$ cat src/rtl/core/completion_deadline_tracker_macros.svh
// Assertion macros shared by the tracker RTL.
`ifndef COMPLETION_DEADLINE_TRACKER_MACROS_SVH
`define COMPLETION_DEADLINE_TRACKER_MACROS_SVH

`ifndef SYNTHESIS
`define CDT_ASSERT(lbl, clk, rst_n, prop) \
    lbl: assert property (@(posedge clk) disable iff (!rst_n) prop) \
        else $error("tracker assertion failed");
`define CDT_ASSERT_ALWAYS(lbl, clk, prop) \
    lbl: assert property (@(posedge clk) prop) \
        else $error("tracker assertion failed");
`else
`define CDT_ASSERT(lbl, clk, rst_n, prop)
`define CDT_ASSERT_ALWAYS(lbl, clk, prop)
`endif

`endif

$ cat src/rtl/core/cdt_pkg.sv
package cdt_pkg;

    localparam int unsigned CfgAddrWidth = 2;

    localparam logic [CfgAddrWidth-1:0] REG_EXPECTED_GENERATION = 2'd0;
    localparam logic [CfgAddrWidth-1:0] REG_SUBMIT_TIME         = 2'd1;
    localparam logic [CfgAddrWidth-1:0] REG_DEADLINE_TIME       = 2'd2;

    localparam logic OP_OBSERVE = 1'b0;

    localparam logic [1:0] QUERY_SUCCESS   = 2'd0;
    localparam logic [1:0] QUERY_NOT_READY = 2'd1;
    localparam logic [1:0] QUERY_ERROR     = 2'd2;

    localparam logic [1:0] ST_OK       = 2'd0;
    localparam logic [1:0] ST_UNAVAIL  = 2'd1;
    localparam logic [1:0] ST_PRECOND  = 2'd2;
    localparam logic [1:0] ST_INTERNAL = 2'd3;

    localparam logic [2:0] CAUSE_NONE     = 3'd0;
    localparam logic [2:0] CAUSE_GEN      = 3'd1;
    localparam logic [2:0] CAUSE_INVALID  = 3'd2;
    localparam logic [2:0] CAUSE_QUERY    = 3'd3;
    localparam logic [2:0] CAUSE_DIRTY    = 3'd4;
    localparam logic [2:0] CAUSE_DEVICE   = 3'd5;
    localparam logic [2:0] CAUSE_ENGINE   = 3'd6;
    localparam logic [2:0] CAUSE_DEADLINE = 3'd7;

    typedef struct packed {
        logic        operation;
        logic [63:0] seen_generation;
        logic [1:0]  query_outcome;
        logic        last_error_clean;
        logic [31:0] device_code;
        logic        engine_bad;
        logic [63:0] clock_now;
    } cdt_obs_t;

    typedef struct packed {
        logic [1:0]  status;
        logic [2:0]  failure_cause;
        logic [31:0] failure_device_code;
        logic        is_completed;
        logic        is_poisoned;
        logic        is_draining;
    } cdt_res_t;

    typedef struct packed {
        logic [CfgAddrWidth-1:0] addr;
        logic [63:0]             wdata;
    } cdt_cfg_t;

endpackage

$ cat src/rtl/core/cdt_channels.sv
interface cdt_obs_if;
    import cdt_pkg::*;
    logic     valid;
    logic     ready;
    cdt_obs_t data;
    modport source (output valid, output data, input ready);
    modport sink (input valid, input data, output ready);
endinterface

interface cdt_res_if;
    import cdt_pkg::*;
    logic     valid;
    logic     ready;
    cdt_res_t data;
    modport source (output valid, output data, input ready);
    modport sink (input valid, input data, output ready);
endinterface

interface cdt_cfg_if;
    import cdt_pkg::*;
    logic     valid;
    logic     ready;
    cdt_cfg_t data;
    modport source (output valid, output data, input ready);
    modport sink (input valid, input data, output ready);
endinterface

$ cat src/rtl/core/completion_deadline_tracker.sv
// Completion and deadline tracker for one submitted work item.
// Channel obs carries observations of the completion event (operation 0) and
// deadline checks against a clock value (operation 1). Channel res returns
// exactly one result item per observation, in order, with the status and the
// tracker flags after that item. Channel cfg writes the expected generation,
// the submit time and the deadline time; it is always ready, and writes to
// an index beyond the deadline time are dropped.
// An accepted item is held in an input register and evaluated, and its result
// is registered in the result register. One item is accepted every cycle
// while res is not stalled; the input and result registers together decouple
// the two sides, and the rate is set by the single state update per item.
// When the receiver stalls, the result register holds, the input register
// fills, and obs.ready then drops until res drains.
// Reset clears the flags and the latched first failure, and loads the
// registers with generation 1, submit time 0 and deadline time 1.
`include "completion_deadline_tracker_macros.svh"

module completion_deadline_tracker (
    input  logic        clk,
    input  logic        rst_n,
    cdt_obs_if.sink     obs,
    cdt_res_if.source   res,
    cdt_cfg_if.sink     cfg
);
    import cdt_pkg::*;

    logic [63:0] expected_generation_reg;
    logic [63:0] submit_time_reg;
    logic [63:0] deadline_time_reg;

    logic        done_reg;
    logic        poison_reg;
    logic        drain_reg;
    logic [2:0]  cause_reg;
    logic [31:0] code_reg;

    logic        stage_valid_reg;
    cdt_obs_t    stage_reg;
    logic        res_valid_reg;
    cdt_res_t    res_reg;

    logic        advance;
    logic        fail;
    logic        complete;
    logic [1:0]  status;
    logic [2:0]  fail_cause;
    logic [31:0] fail_code;

    logic        done_next;
    logic        poison_next;
    logic        drain_next;
    logic [2:0]  cause_next;
    logic [31:0] code_next;

    assign advance   = stage_valid_reg && (!res_valid_reg || res.ready);
    assign obs.ready = !stage_valid_reg || advance;
    assign cfg.ready = 1'b1;
    assign res.valid = res_valid_reg;
    assign res.data  = res_reg;

    always_comb
    begin
        fail       = 1'b0;
        complete   = 1'b0;
        status     = ST_OK;
        fail_cause = CAUSE_NONE;
        fail_code  = '0;
        if (done_reg || poison_reg)
        begin
            status = ST_PRECOND;
        end
        else if (stage_reg.operation == OP_OBSERVE)
        begin
            if (stage_reg.seen_generation != expected_generation_reg)
            begin
                fail       = 1'b1;
                fail_cause = CAUSE_GEN;
            end
            else if (stage_reg.query_outcome == QUERY_NOT_READY)
            begin
                if (stage_reg.device_code != '0 || stage_reg.engine_bad
                    || !stage_reg.last_error_clean)
                begin
                    fail       = 1'b1;
                    fail_cause = CAUSE_INVALID;
                    fail_code  = stage_reg.device_code;
                end
                else
                begin
                    status = ST_UNAVAIL;
                end
            end
            else if (stage_reg.query_outcome == QUERY_ERROR)
            begin
                fail       = 1'b1;
                fail_cause = CAUSE_QUERY;
                fail_code  = stage_reg.device_code;
            end
            else if (stage_reg.query_outcome != QUERY_SUCCESS)
            begin
                fail       = 1'b1;
                fail_cause = CAUSE_INVALID;
                fail_code  = stage_reg.device_code;
            end
            else if (!stage_reg.last_error_clean)
            begin
                fail       = 1'b1;
                fail_cause = CAUSE_DIRTY;
                fail_code  = stage_reg.device_code;
            end
            else if (stage_reg.device_code != '0)
            begin
                fail       = 1'b1;
                fail_cause = CAUSE_DEVICE;
                fail_code  = stage_reg.device_code;
            end
            else if (stage_reg.engine_bad)
            begin
                fail       = 1'b1;
                fail_cause = CAUSE_ENGINE;
            end
            else
            begin
                complete = 1'b1;
            end
        end
        else
        begin
            if (stage_reg.clock_now < submit_time_reg)
            begin
                fail       = 1'b1;
                fail_cause = CAUSE_INVALID;
            end
            else if (stage_reg.clock_now < deadline_time_reg)
            begin
                status = ST_UNAVAIL;
            end
            else
            begin
                fail       = 1'b1;
                fail_cause = CAUSE_DEADLINE;
            end
        end
        if (fail)
        begin
            status = ST_INTERNAL;
        end
    end

    always_comb
    begin
        done_next   = done_reg || complete;
        poison_next = poison_reg || fail;
        drain_next  = drain_reg || fail;
        cause_next  = fail ? fail_cause : cause_reg;
        code_next   = fail ? fail_code : code_reg;
    end

    always_ff @(posedge clk or negedge rst_n)
    begin
        if (!rst_n)
        begin
            expected_generation_reg <= 64'd1;
            submit_time_reg         <= 64'd0;
            deadline_time_reg       <= 64'd1;
        end
        else if (cfg.valid)
        begin
            unique case (cfg.data.addr)
                REG_EXPECTED_GENERATION: expected_generation_reg <= cfg.data.wdata;
                REG_SUBMIT_TIME:         submit_time_reg         <= cfg.data.wdata;
                REG_DEADLINE_TIME:       deadline_time_reg       <= cfg.data.wdata;
                default:
                begin
                end
            endcase
        end
    end

    always_ff @(posedge clk or negedge rst_n)
    begin
        if (!rst_n)
        begin
            done_reg        <= 1'b0;
            poison_reg      <= 1'b0;
            drain_reg       <= 1'b0;
            cause_reg       <= CAUSE_NONE;
            code_reg        <= '0;
            stage_valid_reg <= 1'b0;
            res_valid_reg   <= 1'b0;
        end
        else
        begin
            if (obs.ready)
            begin
                stage_valid_reg <= obs.valid;
            end
            if (advance)
            begin
                done_reg      <= done_next;
                poison_reg    <= poison_next;
                drain_reg     <= drain_next;
                cause_reg     <= cause_next;
                code_reg      <= code_next;
                res_valid_reg <= 1'b1;
            end
            else if (res.ready)
            begin
                res_valid_reg <= 1'b0;
            end
        end
    end

    always_ff @(posedge clk)
    begin
        if (obs.valid && obs.ready)
        begin
            stage_reg <= obs.data;
        end
        if (advance)
        begin
            res_reg.status              <= status;
            res_reg.failure_cause       <= cause_next;
            res_reg.failure_device_code <= code_next;
            res_reg.is_completed        <= done_next;
            res_reg.is_poisoned         <= poison_next;
            res_reg.is_draining         <= drain_next;
        end
    end

    `CDT_ASSERT(a_poison_sticks, clk, rst_n, poison_reg |=> poison_reg)
    `CDT_ASSERT(a_ok_means_completed, clk, rst_n, (res.valid && res.data.status == ST_OK) |-> res.data.is_completed)
    `CDT_ASSERT(a_internal_means_drain, clk, rst_n, (res.valid && res.data.status == ST_INTERNAL) |-> (res.data.is_poisoned && res.data.is_draining))
    `CDT_ASSERT(a_full_stall_blocks, clk, rst_n, (stage_valid_reg && res_valid_reg && !res.ready) |-> !obs.ready)

endmodule
$ cat src/flat_wrapper.sv
// flat-port wrapper written by rule: the top's interface ports become plain ports
module completion_deadline_tracker_flat import cdt_pkg::*;
  (clk, rst_n, obs_valid, obs_data, obs_ready, res_valid, res_data, res_ready, cfg_valid, cfg_data, cfg_ready);
  cdt_obs_if obs_i ();
  cdt_res_if res_i ();
  cdt_cfg_if cfg_i ();
  input  logic clk;
  input  logic rst_n;
  input wire logic [$bits(obs_i.valid)-1:0] obs_valid;
  input wire logic [$bits(obs_i.data)-1:0] obs_data;
  output wire logic [$bits(obs_i.ready)-1:0] obs_ready;
  output wire logic [$bits(res_i.valid)-1:0] res_valid;
  output wire logic [$bits(res_i.data)-1:0] res_data;
  input wire logic [$bits(res_i.ready)-1:0] res_ready;
  input wire logic [$bits(cfg_i.valid)-1:0] cfg_valid;
  input wire logic [$bits(cfg_i.data)-1:0] cfg_data;
  output wire logic [$bits(cfg_i.ready)-1:0] cfg_ready;
  assign obs_i.valid = obs_valid;
  assign obs_i.data = obs_data;
  assign obs_ready = obs_i.ready;
  assign res_valid = res_i.valid;
  assign res_data = res_i.data;
  assign res_i.ready = res_ready;
  assign cfg_i.valid = cfg_valid;
  assign cfg_i.data = cfg_data;
  assign cfg_ready = cfg_i.ready;
  completion_deadline_tracker u_core (.clk(clk), .rst_n(rst_n), .obs(obs_i), .res(res_i), .cfg(cfg_i));
endmodule
$ cat config.mk
export PLATFORM = sky130hd
export DESIGN_NAME = completion_deadline_tracker_flat
export DESIGN_NICKNAME = d
export VERILOG_FILES = /design/src/rtl/core/cdt_pkg.sv /design/src/rtl/core/cdt_channels.sv /design/src/rtl/core/completion_deadline_tracker.sv /design/src/flat_wrapper.sv
export VERILOG_INCLUDE_DIRS = /design/src /design/src/rtl/core
export SDC_FILE = /design/constraint.sdc
export NUM_CORES = 1
export LEC_CHECK = 0
export BUFFER_PORTS_ARGS = -buffer_cell sky130_fd_sc_hd__buf_4
export CORE_MARGIN = 3
export CORE_UTILIZATION = 55
export CTS_BUF_LIST = sky130_fd_sc_hd__clkbuf_8
export CTS_CLUSTER_SIZE = 16
export DETAILED_ROUTE_END_ITERATION = 7
export PLACE_DENSITY = 0.73
export SLEW_MARGIN = 20
export SYNTH_ARGS = -nofsm -noshare
export SYNTH_HDL_FRONTEND = slang
export SYNTH_SLANG_ARGS = --single-unit
$ cat constraint.sdc
create_clock -name clk -period 8 [get_ports clk]
set_input_delay 0.4 -clock clk [delete_from_list [all_inputs] [get_ports clk]]
set_output_delay 0.4 -clock clk [all_outputs]
set_load 0.02 [all_outputs]
# --- Word-level counts from Yosys, hierarchy flattened ---
# Index checks and enable logic that the tools add are counted.
classes:
  magnitude_cmp: 2
  eq_ne: 5
  n_mux: 53
  n_reduce_logical: 21
op_table:
  columns: ["op", "count"]
  rows:
  - ["$mux 32", 10]
  - ["$lt 64x64->1", 2]
  - ["$ne 64x64->1", 1]
  - ["$mux 3", 12]
  - ["$reduce_bool 32->1", 1]
  - ["$mux 1", 26]
  - ["$mux 2", 5]
  - ["$logic_or 1x1->1", 8]
  - ["$reduce_and 2->1", 3]
  - ["$eq 2x1->1 const B", 2]
  - ["$eq 2x2->1 const B", 2]
  - ["$reduce_bool 2->1", 2]
  - ["$logic_not 1->1", 3]
  - ["$logic_and 1x1->1", 2]
  - ["$logic_not 2->1", 1]
  - ["$reduce_or 2->1", 1]
word_totals:
  ff_bits: 437
  inputBits: 236
  output_inout_bits: 43
  wordCells: 105

# --- Longest topological paths before layout ---
logic_depth:
  word_depth: 10
  depth_mapped: 11
  ltp_nobuf: 10

# --- Worst setup path before layout ---
# OpenSTA, ideal clock, no wires.
synth_path:
  path_kind: "reg-to-reg"
  startpoint: "register u_core.res_valid_reg, in the netlist u_core.res.valid"
  endpoint: "register u_core.stage_reg[0] (netlist bit), enable pin"
  setup_time_ps: 544
  arrival_ps: 4552
  required_time_ps: 7456
  slack_ps: 2904
  path_stages_with_launch: 3
  n_path_buf: 0
  synth_period_minus_slack_ps: 5096
  cell_sequence: "dfrtp_1 nand3b_1 and2_1"
synth_via:
  elab_chain_cells: 5
synth_rtl:
  columns: ["element", "line_no", "source"]
  rows:
  - ["start: declaration", "completion_deadline_tracker.sv:39", "logic res_valid_reg;"]
  - ["start signal: assignment", "completion_deadline_tracker.sv:190", "res_valid_reg <= 1'b0;"]
  - ["start signal: assignment", "completion_deadline_tracker.sv:205", "res_valid_reg <= 1'b1;"]
  - ["start signal: assignment", "completion_deadline_tracker.sv:209", "res_valid_reg <= 1'b0;"]
  - ["$logic_not 1->1", "completion_deadline_tracker.sv:55", "assign advance = stage_valid_reg && (!res_valid_reg || res.ready);"]
  - ["$logic_or 1x1->1", "completion_deadline_tracker.sv:55", null]
  - ["$logic_and 1x1->1", "completion_deadline_tracker.sv:55", null]
  - ["$logic_or 1x1->1", "completion_deadline_tracker.sv:56", "assign obs.ready = !stage_valid_reg || advance;"]
  - ["named net obs_ready", "flat_wrapper.sv:11", "output wire logic [$bits(obs_i.ready)-1:0] obs_ready;"]
  - ["$logic_and 1x1->1", "completion_deadline_tracker.sv:216", "if (obs.valid && obs.ready)"]
  - ["end signal: assignment", "completion_deadline_tracker.sv:218", "stage_reg <= obs.data;"]
  - ["end: declaration", "completion_deadline_tracker.sv:38", "cdt_obs_t stage_reg;"]
# The timed path passes the listed nets, and every way through them passes these cells.
# A chain may end at the register's enable or synchronous reset.

# --- Final worst setup path ---
layout_path:
  startpoint: "register u_core.stage_reg[47] (netlist bit)"
  endpoint: "register u_core.res_reg (netlist bit u_core.res.data[36]) (data pin)"
layout_via:
  elab_chain_cells: 6
  elab_cells_between_ends: 11
  classes_between: "order compare (2); mux (9)"
layout_rtl:
  columns: ["element", "line_no", "source"]
  rows:
  - ["$lt 64x64->1", "completion_deadline_tracker.sv:134", "else if (stage_reg.clock_now < deadline_time_reg)"]
  - ["$mux 3 or $mux 1 (tied branches)", "completion_deadline_tracker.sv:134", null]
  - ["$mux 3 or $mux 1 (tied branches)", "completion_deadline_tracker.sv:129", "if (stage_reg.clock_now < submit_time_reg)"]
  - ["$mux 3 or $mux 1 (tied branches)", "completion_deadline_tracker.sv:72", "else if (stage_reg.operation == OP_OBSERVE)"]
  - ["$mux 3 or $mux 1 (tied branches)", "completion_deadline_tracker.sv:68", "if (done_reg || poison_reg)"]
  - ["$mux 3 *", "completion_deadline_tracker.sv:155", "cause_next = fail ? fail_cause : cause_reg;"]
  - ["named net u_core.cause_next[1]", "completion_deadline_tracker.sv:52", "logic [2:0] cause_next;"]
  - ["end: declaration", "completion_deadline_tracker.sv:40", "cdt_res_t res_reg;"]
# Mark *: on every way through the listed nets, which the timed path passes. The rest lies on a longest branch.

==> results.sh <==
export IMPL_synth_edff_count=205
export IMPL_synth_compound_area_share_pct=7.05
export IMPL_synth_seq_area_share_pct=62.2
export IMPL_synth_async_reset_ratio_pct=53.1
export IMPL_finalPower_mw=5.75
export IMPL_cts_inserted_buffers=73
export IMPL_hp_class="in2reg"
export IMPL_power_density_nw_per_um2=230
export IMPL_yosysTopAreaCell="edfxtp_1"
export IMPL_rsz0062_at_grt="no"
export IMPL_timing_hold_worst_path_depth=2
export IMPL_synth_top_cell_area_share_pct=32.0
export IMPL_final_max_slew_viol_count=0
export IMPL_synth_area_per_cell_um2=14.4
export IMPL_io_buffers=277
export IMPL_synthesis_area_um2=19200
export IMPL_via_per_inst=5.48
export IMPL_fmax_ghz=0.246
export IMPL_ff2ff_path_depth=8
export IMPL_synth_flop_cell="dfrtp_1"
export IMPL_max_vdd_ir_drop_uv=166
export IMPL_yosysMostFrequentCell="dfrtp_1"
export IMPL_worst_slack_ns=3.94
export IMPL_critPathCaptureType="register"
export IMPL_cts_max_level=3
export IMPL_cp_required_ns=8.28
export IMPL_post_route_period_util_pct=50.8
export IMPL_wl_per_cell_um=21.1
export IMPL_synth_xor_area_share_pct=2.91
export IMPL_initial_utilization_pct=56.5
export IMPL_final_nets=2204
export IMPL_drc=0
export IMPL_cts_num_sinks=437
export IMPL_cp_slowest_cell="o211ai_4"
export IMPL_fin_hold_ws_ns=0.0444
export IMPL_grt_pass1_vias=13700
export IMPL_tritoncts="done"
export IMPL_status="finished clean"
export IMPL_path_max_fanout=34
export IMPL_cts_resized=0
export IMPL_max_stage_delay_ns=0.81
export IMPL_yosys_area_share_simple_pct=4.85
export IMPL_synth_common_cells="dfrtp_1 (230), edfxtp_1 (205), mux2_2 (192)"
export IMPL_fill_cells=2257
export IMPL_antenna_left=0
export IMPL_drive_gt1_share_pct=30.7
export IMPL_postCtsSetupBuffers=0
export IMPL_clockBufferDepth=3
export IMPL_final_setup_skew_ns=0.0247
export IMPL_cap_violations=0
export IMPL_crit_chain="ha_1 > nand4_1 > nor4_2 > nor4b_1 > a41oi_1 > o211a_2 > o211ai_4 > a22oi_1"
export IMPL_cts_root_buf="clkbuf_8"
export IMPL_critPathLaunchType="register"
export IMPL_dp_cells=2037
export IMPL_synthAdderAreaFrac_pct=8.20
export IMPL_vias=12900
export IMPL_dp_hpwl_um=32400
export IMPL_synth_seq_cells=437
export IMPL_synthMuxAreaShare_pct=11.2
export IMPL_synth_top_family_by_area="multiplexers"
export IMPL_yosys_top_cells_area="edfxtp_1 (32%), dfrtp_1 (30%), mux2_2 (11%)"
export IMPL_first_pass_iters=5
export IMPL_grt_overflow=0
export IMPL_maxSlewHeadroom_pct=28.6
export IMPL_r2r_setup_slack_ns=3.94
export IMPL_pre_cts_slack_ns=4.00
export IMPL_synthCells=1338
export IMPL_die_height_um=193
export IMPL_synth_warning_count=0
export IMPL_io_pins=279
export IMPL_period_minus_slack_ns=4.06
export IMPL_core_area_um2=34000
export IMPL_seq_area_um2=12000
export IMPL_drt_initial_drc_count=844
export IMPL_track_usage_pct=27.1
export IMPL_multi_input_area_um2=6610
export IMPL_synth_cell_type_count=55
export IMPL_grt_max_degree=108
export IMPL_clk_latency_ns=0.61
export IMPL_grt_pass1_wl_um=75600
export IMPL_cp_arrival_ns=4.34
export IMPL_tightest_slew_ns=1.07
export IMPL_synth_nets=1700
export IMPL_die_w_um=193
export IMPL_place_congestion=0.877
export IMPL_num_rows=67
export IMPL_finalSetupViolations=0
export IMPL_criticalPathCategory="reg2reg"
export IMPL_tns_ns=0
export IMPL_ctsHoldBuffers=178
export IMPL_antenna_found_initial=7
export IMPL_finalNonFillerCells=2352
export IMPL_area_delta_synth_final_pct=29.8
export IMPL_largest_register_ffs=165
export IMPL_dieArea_um2=37300
export IMPL_clk_transition_reported_paths_ns=0.07
export IMPL_wirelength_um=49500
export IMPL_p_leak_nw=11.0
export IMPL_finalHoldViolCount=0
## cell type report
| class | count | share of cell area [%] |
|---|---|---|
| flip-flops and latches | 437 | 47.9 |
| inverters | 133 | 2.00 |
| diodes | 1 | 0.0100 |
| clock buffers | 81 | 4.47 |
| clock inverters | 55 | 1.08 |
| multi-input cells | 733 | 26.5 |
| repair buffers | 464 | 15.8 |
| well taps | 448 | 2.25 |
## cells in the final DEF, fill, tap and decap left out, drive strengths merged, types with 4 or more instances in the layout
master	n
dlygate4sd3	178
a21o	14
a211oi	9
and4	7
nand2	40
a21oi	42
nand3	12
clkinv	17
a221oi	4
nor3	15
edfxtp	205
a31oi	4
a22o	65
clkbuf	81
ha	126
and2	4
nor2	17
nor4	16
inv	168
xnor2	64
dfrtp	230
o21a	5
nand2b	12
nand4	34
mux2	192
buf	286
o21ai	16
## metrics by stage
step           utilization, %  instance area, µm²
5_1_grt                  73.3               25000
4_1_cts                  73.3               25000
6_report                 73.3               25000
3_3_place_gp             64.0               21800
3_5_place_dp             64.0               21800
2_1_floorplan               -               19200
## critical path: cells and delay by family (launching register included)
| family | cells | cell delay (ns) |
|---|---|---|
| adders and majority gates | 1 | 0.33 |
| AOI/OAI and AO/OA | 4 | 1.49 |
| DFF | 1 | 0.45 |
| and+or+nand+nor | 3 | 1.47 |
## layer usage
| metal | vias up | part of all wire (%) | track usage (%) |
|---|---|---|---|
| met3 | 108 | 6.9 | 6.73 |
| li1 | 5944 | - | - |
| met5 | - | 0.11 | 0 |
| met2 | 420 | 48 | 44.5 |
| met1 | 6398 | 42 | 35.3 |
| met4 | 10 | 3.1 | 10.0 |
## cell families (layout without fill, tap and decap cells)
group | Yosys count | after routing
flops | 437 | 437
mux | 192 | 192
compound gates | 180 | 180
simple gates | 170 | 170
buf+inv | 168 | 733
fa+ha+maj | 126 | 126
xor+xnor | 64 | 64
other cells | 1 | 2
## power by group
group | switching, mW | leakage (nW) | internal (mW)
Combinational | 0.542 | 5.42 | 0.534
Sequential | 0.160 | 4.79 | 2.64
Clock | 0.880 | 0.836 | 0.992
Total | 1.58 | 11.0 | 4.17
## worst paths after layout
path / startpoint / to
setup / recovery: u_core.stage_reg[47] / u_core.res.data[36]
hold / removal: cfg_data[32] / u_core.submit_time_reg[32]
setup reg to reg: u_core.stage_reg[47] / u_core.res.data[36]
hold reg to reg: u_core.drain_reg / u_core.drain_reg
max in group asynchronous: rst_n / u_core.expected_generation_reg[20]
min in group asynchronous: rst_n / u_core.code_reg[24]
Power figures use the tool's default switching activity.
